### config.mk
export PLATFORM = sky130hd
export DESIGN_NAME = cpsa_cmul
export DESIGN_NICKNAME = d
export VERILOG_FILES = /design/src/design/cpsa_pkg.sv /design/src/design/cpsa_cmul.sv
export SDC_FILE = /design/constraint.sdc
export NUM_CORES = 2
export LEC_CHECK = 0
export ABC_AREA = 1
export ABC_CLOCK_PERIOD_IN_PS = 11100
export BUFFER_PORTS_ARGS = -buffer_cell sky130_fd_sc_hd__buf_2
export CORE_ASPECT_RATIO = 0.5
export CORE_MARGIN = 2
export CORE_UTILIZATION = 64
export CTS_CLUSTER_DIAMETER = 40
export DETAILED_ROUTE_END_ITERATION = 6
export GPL_TIMING_DRIVEN = 0
export PLACE_DENSITY = 0.83
export SLEW_MARGIN = 20
export SYNTH_ARGS = -nofsm -noshare
export SYNTH_HDL_FRONTEND = slang
export SYNTH_SLANG_ARGS = --single-unit
### constraint.sdc
create_clock -name clk -period 11.1 [get_ports clk]
set_input_delay 0.555 -clock clk [delete_from_list [all_inputs] [get_ports clk]]
set_output_delay 0.555 -clock clk [all_outputs]
set_load 0.01 [all_outputs]
### src/design/cpsa_pkg.sv
// cpsa_pkg: shared types and constants of the complex postfix stack alu
// no dependencies; compiled first

package cpsa_pkg;

  localparam int STACK_DEPTH_DEF = 64;
  localparam int DATA_W          = 64;
  localparam int CMD_W           = 3;
  localparam int DEPTH_OUT_W     = 7;
  localparam int HALF_W          = DATA_W / 2;

  typedef enum logic [CMD_W-1:0] {
    CMD_PUSH = 3'd0,
    CMD_ADD  = 3'd1,
    CMD_SUB  = 3'd2,
    CMD_MUL  = 3'd3,
    CMD_NEG  = 3'd4,
    CMD_CONJ = 3'd5,
    CMD_STOP = 3'd6,
    CMD_NOP  = 3'd7
  } cmd_t;

  typedef enum logic [1:0] {
    ST_IDLE,
    ST_EXEC,
    ST_MUL
  } state_t;

  typedef struct packed {
    logic [DATA_W-1:0] re;
    logic [DATA_W-1:0] im;
  } cplx_t;

endpackage

### src/design/cpsa_cmul.sv
// cpsa_cmul: complex product modulo 2^64 on one shared 32x32 multiplier
// depends on cpsa_pkg

module cpsa_cmul (
  input  logic            clk,
  input  logic            rst,
  input  logic            start,
  input  cpsa_pkg::cplx_t a,
  input  cpsa_pkg::cplx_t b,
  output logic            done,
  output cpsa_pkg::cplx_t prod
);
  import cpsa_pkg::*;

  cplx_t             a_l;
  cplx_t             b_l;
  logic              busy;
  logic [1:0]        prod_idx;
  logic [1:0]        part_idx;
  logic [DATA_W-1:0] x;
  logic [DATA_W-1:0] y;
  logic [HALF_W-1:0] mx;
  logic [HALF_W-1:0] my;
  logic [DATA_W-1:0] p;
  logic [1:0]        p_prod;
  logic [1:0]        p_part;
  logic              p_valid;
  logic              p_last;
  logic [DATA_W-1:0] term;
  logic              last_step;

  // products: re*re, im*im (subtracted), re*im, im*re
  always_comb begin
    case (prod_idx)
      2'd0:    begin x = a_l.re; y = b_l.re; end
      2'd1:    begin x = a_l.im; y = b_l.im; end
      2'd2:    begin x = a_l.re; y = b_l.im; end
      default: begin x = a_l.im; y = b_l.re; end
    endcase
    case (part_idx)
      2'd0:    begin mx = x[HALF_W-1:0];      my = y[HALF_W-1:0];      end
      2'd1:    begin mx = x[HALF_W-1:0];      my = y[DATA_W-1:HALF_W]; end
      default: begin mx = x[DATA_W-1:HALF_W]; my = y[HALF_W-1:0];      end
    endcase
    last_step = (prod_idx == 2'd3) && (part_idx == 2'd2);
    term = (p_part == 2'd0) ? p : {p[HALF_W-1:0], {HALF_W{1'b0}}};
  end

  always_ff @(posedge clk) begin
    if (rst) begin
      busy     <= 1'b0;
      prod_idx <= '0;
      part_idx <= '0;
      p_valid  <= 1'b0;
      p_last   <= 1'b0;
      done     <= 1'b0;
    end else begin
      done    <= p_valid && p_last;
      p_valid <= busy;
      p_last  <= busy && last_step;
      if (start) begin
        busy     <= 1'b1;
        prod_idx <= '0;
        part_idx <= '0;
      end else if (busy) begin
        if (part_idx == 2'd2) begin
          part_idx <= '0;
          prod_idx <= prod_idx + 2'd1;
          if (last_step) begin
            busy <= 1'b0;
          end
        end else begin
          part_idx <= part_idx + 2'd1;
        end
      end
    end
  end

  always_ff @(posedge clk) begin
    p      <= DATA_W'(mx * my);
    p_prod <= prod_idx;
    p_part <= part_idx;
    if (start) begin
      a_l     <= a;
      b_l     <= b;
      prod.re <= '0;
      prod.im <= '0;
    end else if (p_valid) begin
      case (p_prod)
        2'd0:    prod.re <= prod.re + term;
        2'd1:    prod.re <= prod.re - term;
        default: prod.im <= prod.im + term;
      endcase
    end
  end

endmodule

==> out/results.tsv <==
stage	metric	value	unit
sta	slew_headroom	8.05	%
route	wl_per_cell	25.5	µm
critical_path	worstPathArrival	11630	ps
worst_hold_path	whs_path_depth	1	
critical_path	crit_buf_inv	7	
floorplanning	die_x	440	µm
sta	fin_skew	64.7	ps
critical_path	cp_top_family	adder cells	
route	antenna_left	0	
sta	worstMarginPinSlew	1380	ps
global_routing	grt_pass1_wl	353000	µm
logic_synthesis	synth.distinct_cells	53	
sta	hold_viol_final	0	
route	drt_wl_total	244000	µm
global_routing	grt_max_degree	112	
logic_synthesis	synth_cells	7808	
critical_path	path_max_fanout	10	
finish	nets	9812	
logic_synthesis	synth-seq-cells	460	
critical_path	ff2ff_path_depth	28	
sta	fmax	0.0903	GHz
finish	area_growth	9.36	%
global_routing	overflow	0	
route	met3_length	41800	µm
finish	post-route-util	71.1	%
critical_path	critPathKind	reg2reg	
worst_hold_path	hp-class	in2reg	
logic_synthesis	ys.flop_type	edfxtp_1	
critical_path	required	11650	ps
clock_network	cts_root_buf	clkbuf_16	
logic_synthesis	synth_edf_count	256	
critical_path	reg2reg_to	p[41]$_DFF_P_	
logic_synthesis	synth_nets	9358	
critical_path	end_kind	flop	
route	routed_via_density	6.05	
route	wl_met2	98700	µm
floorplanning	fp.dieH	222	µm
floorplanning	io_pins	388	
clock_network	cts.path.max_buffers	3	
sta	timing.final.crit_share	99.7	%
clock_network	cts.sinks	460	
run	max_cap_violations	0	
worst_hold_path	min-delay-start	b[73]	
logic_synthesis	async_flop_share	0	%
floorplanning	start_util	65.1	%
route	via_count	57991	
critical_path	critPathLaunchType	flop	
critical_path	slowest_delay	740	ps
critical_path	cpMaxStageDelayCell	fa_1	
logic_synthesis	synth_area	60900	µm²
critical_path	regToRegSetupSlack	30	ps
sta	period_minus_slack	11070	ps
floorplanning	coreArea	93600	µm²
route	drtIter0Drc	7526	
placed_design	port-buffer-count	387	
finish	layout-drive-gt1-share	8.48	%
route	dr.max_layer_used	met5	
critical_path	rr_startpoint	prod_idx[1]$_SDFFE_PP0P_	
clock_network	insertion_delay	690	ps
finish	fin_area	66600	µm²
clock_network	h-tree-depth	2	
global_routing	antenna_found_initial	30	
global_routing	grtUsageTotal	49.5	%
critical_path	crit_top_cell	fa_1	
logic_synthesis	ys.warnings.count	0	
placed_design	gp_congestion	1.15	
clock_network	cts_tree	built	
sta	final_max_slew_viol_count	0	
clock_network	cts_buffers	52	
logic_synthesis	ys_seq_area_share	19.3	%
placed_design	dp_hpwl	200000	µm
logic_synthesis	synth_area_per_cell	7.80	µm²
route	m1WireLength	86100	µm
sta	finalSetupViolCount	0	
worst_hold_path	hold_end	b_l[73]$_DFFE_PP_	
clock_network	cts_setup_buffers	0	
floorplanning	rows	79	
run_status	status	finished with violations	
route	first_pass_iters	7	
route	drc	13	
run_status	violations	DRC	
placed_design	placedInstanceArea	64600	µm²
global_routing	grt_pass1_vias	56947	
clock_network	clk_pin_slew_worst_paths	80	ps
floorplanning	die_area	97800	µm²
sequential cells by signal (all words and copies together), names as in the netlist:
register and cells:
a_l 128, busy 1, done 1, p_valid 1, p_last 1, p_prod 2
part_idx 2, prod_idx 2, b_l 128, p_part 2, prod 128, p 64
per-layer routing:
| layer | global-route usage (%) | vias up |
|---|---|---|
| met5 | 2.79 | - |
| met4 | 27.1 | 30 |
| met3 | 24.0 | 1094 |
| met2 | 70.4 | 4868 |
| met1 | 61.6 | 27370 |
| li1 | - | 24629 |
what timing repair did:
action | CTS | global route
endpoints found under the setup margin | 4 | 8
hold buffers | 0 | 0
cloned | 0 | 0
gates resized for setup | 1 | 15
cell usage in the layout (no fill, tap or decap), types with 190 or more instances in the layout:
master    count
fa_1        898
nand2_1    1353
buf_2       400
dfxtp_1     204
nor2_1     1412
edfxtp_1    256
inv_1      1610
ha_1        393
clkbuf_1    190
o21ai_0     284
a21oi_1     268
nand3_1     216
area by class of cell:
class                           instances  area, µm²
Tap cell                             1255       1570
Sequential cell                       460      11800
Timing Repair Buffer                  403       2150
Clock inverter                         35        468
Fill cell                            7487      27000
Buffer                                241       1020
Multi-Input combinational cell       5465      42000
Inverter                             1639       6150
Clock buffer                           58       1360
Antenna cell                           29       72.6
synthesized netlist by cell type (all sizes together), types with 37 or more instances:
master	n	area share (%)
nand2	1368	8.5
a31oi	37	0.38
inv	1624	10
xnor2	48	0.69
dfxtp	204	6.7
nor3	44	0.38
o21ai	289	2.4
clkbuf	204	1.3
buf	40	0.38
nor2	1436	9.0
a21oi	270	2.2
edfxtp	256	13
ha	393	8.1
nand4	39	0.41
nand3	218	1.8
or2	95	0.98
fa	898	30
xor2	135	1.9
kinds of logic after synthesis:
family / synth area share (%)
simple gates: 21.2
buf+inv: 11.7
fa+ha+maj: 37.6
compound gates: 7.48
flops: 19.3
xor+xnor: 2.63
per-stage QoR:
stage	setup TNS, ps	std cells	hold WS (ps)	setup slack (ps)
3_3_place_gp	-122	9450	356	-80.3
3_5_place_dp	-177	9463	355	-109
5_1_grt	-59.4	9567	72.9	-59.4
4_1_cts	0	9556	63.8	209
2_1_floorplan	0	7808	326	3190
6_report	0	9585	70.4	28.0
worst max path at each step:
stage / start / to / slack (ps) / cells past startpoint
after floorplan: prod_idx[0]$_SDFFE_PP0P_ / p[63]$_DFF_P_ / 3190 / 32
after global placement: prod_idx[1]$_SDFFE_PP0P_ / p[41]$_DFF_P_ / -80 / 27
after detailed placement: prod_idx[1]$_SDFFE_PP0P_ / p[41]$_DFF_P_ / -110 / 27
after CTS: prod_idx[0]$_SDFFE_PP0P_ / p[41]$_DFF_P_ / 210 / 27
after global routing: prod_idx[1]$_SDFFE_PP0P_ / p[41]$_DFF_P_ / -60 / 32
final: prod_idx[1]$_SDFFE_PP0P_ / p[41]$_DFF_P_ / 30 / 28
Power is left out: the tool's default activity adds up to more than one toggle a clock period on the data nets, which glitch-free logic cannot reach.
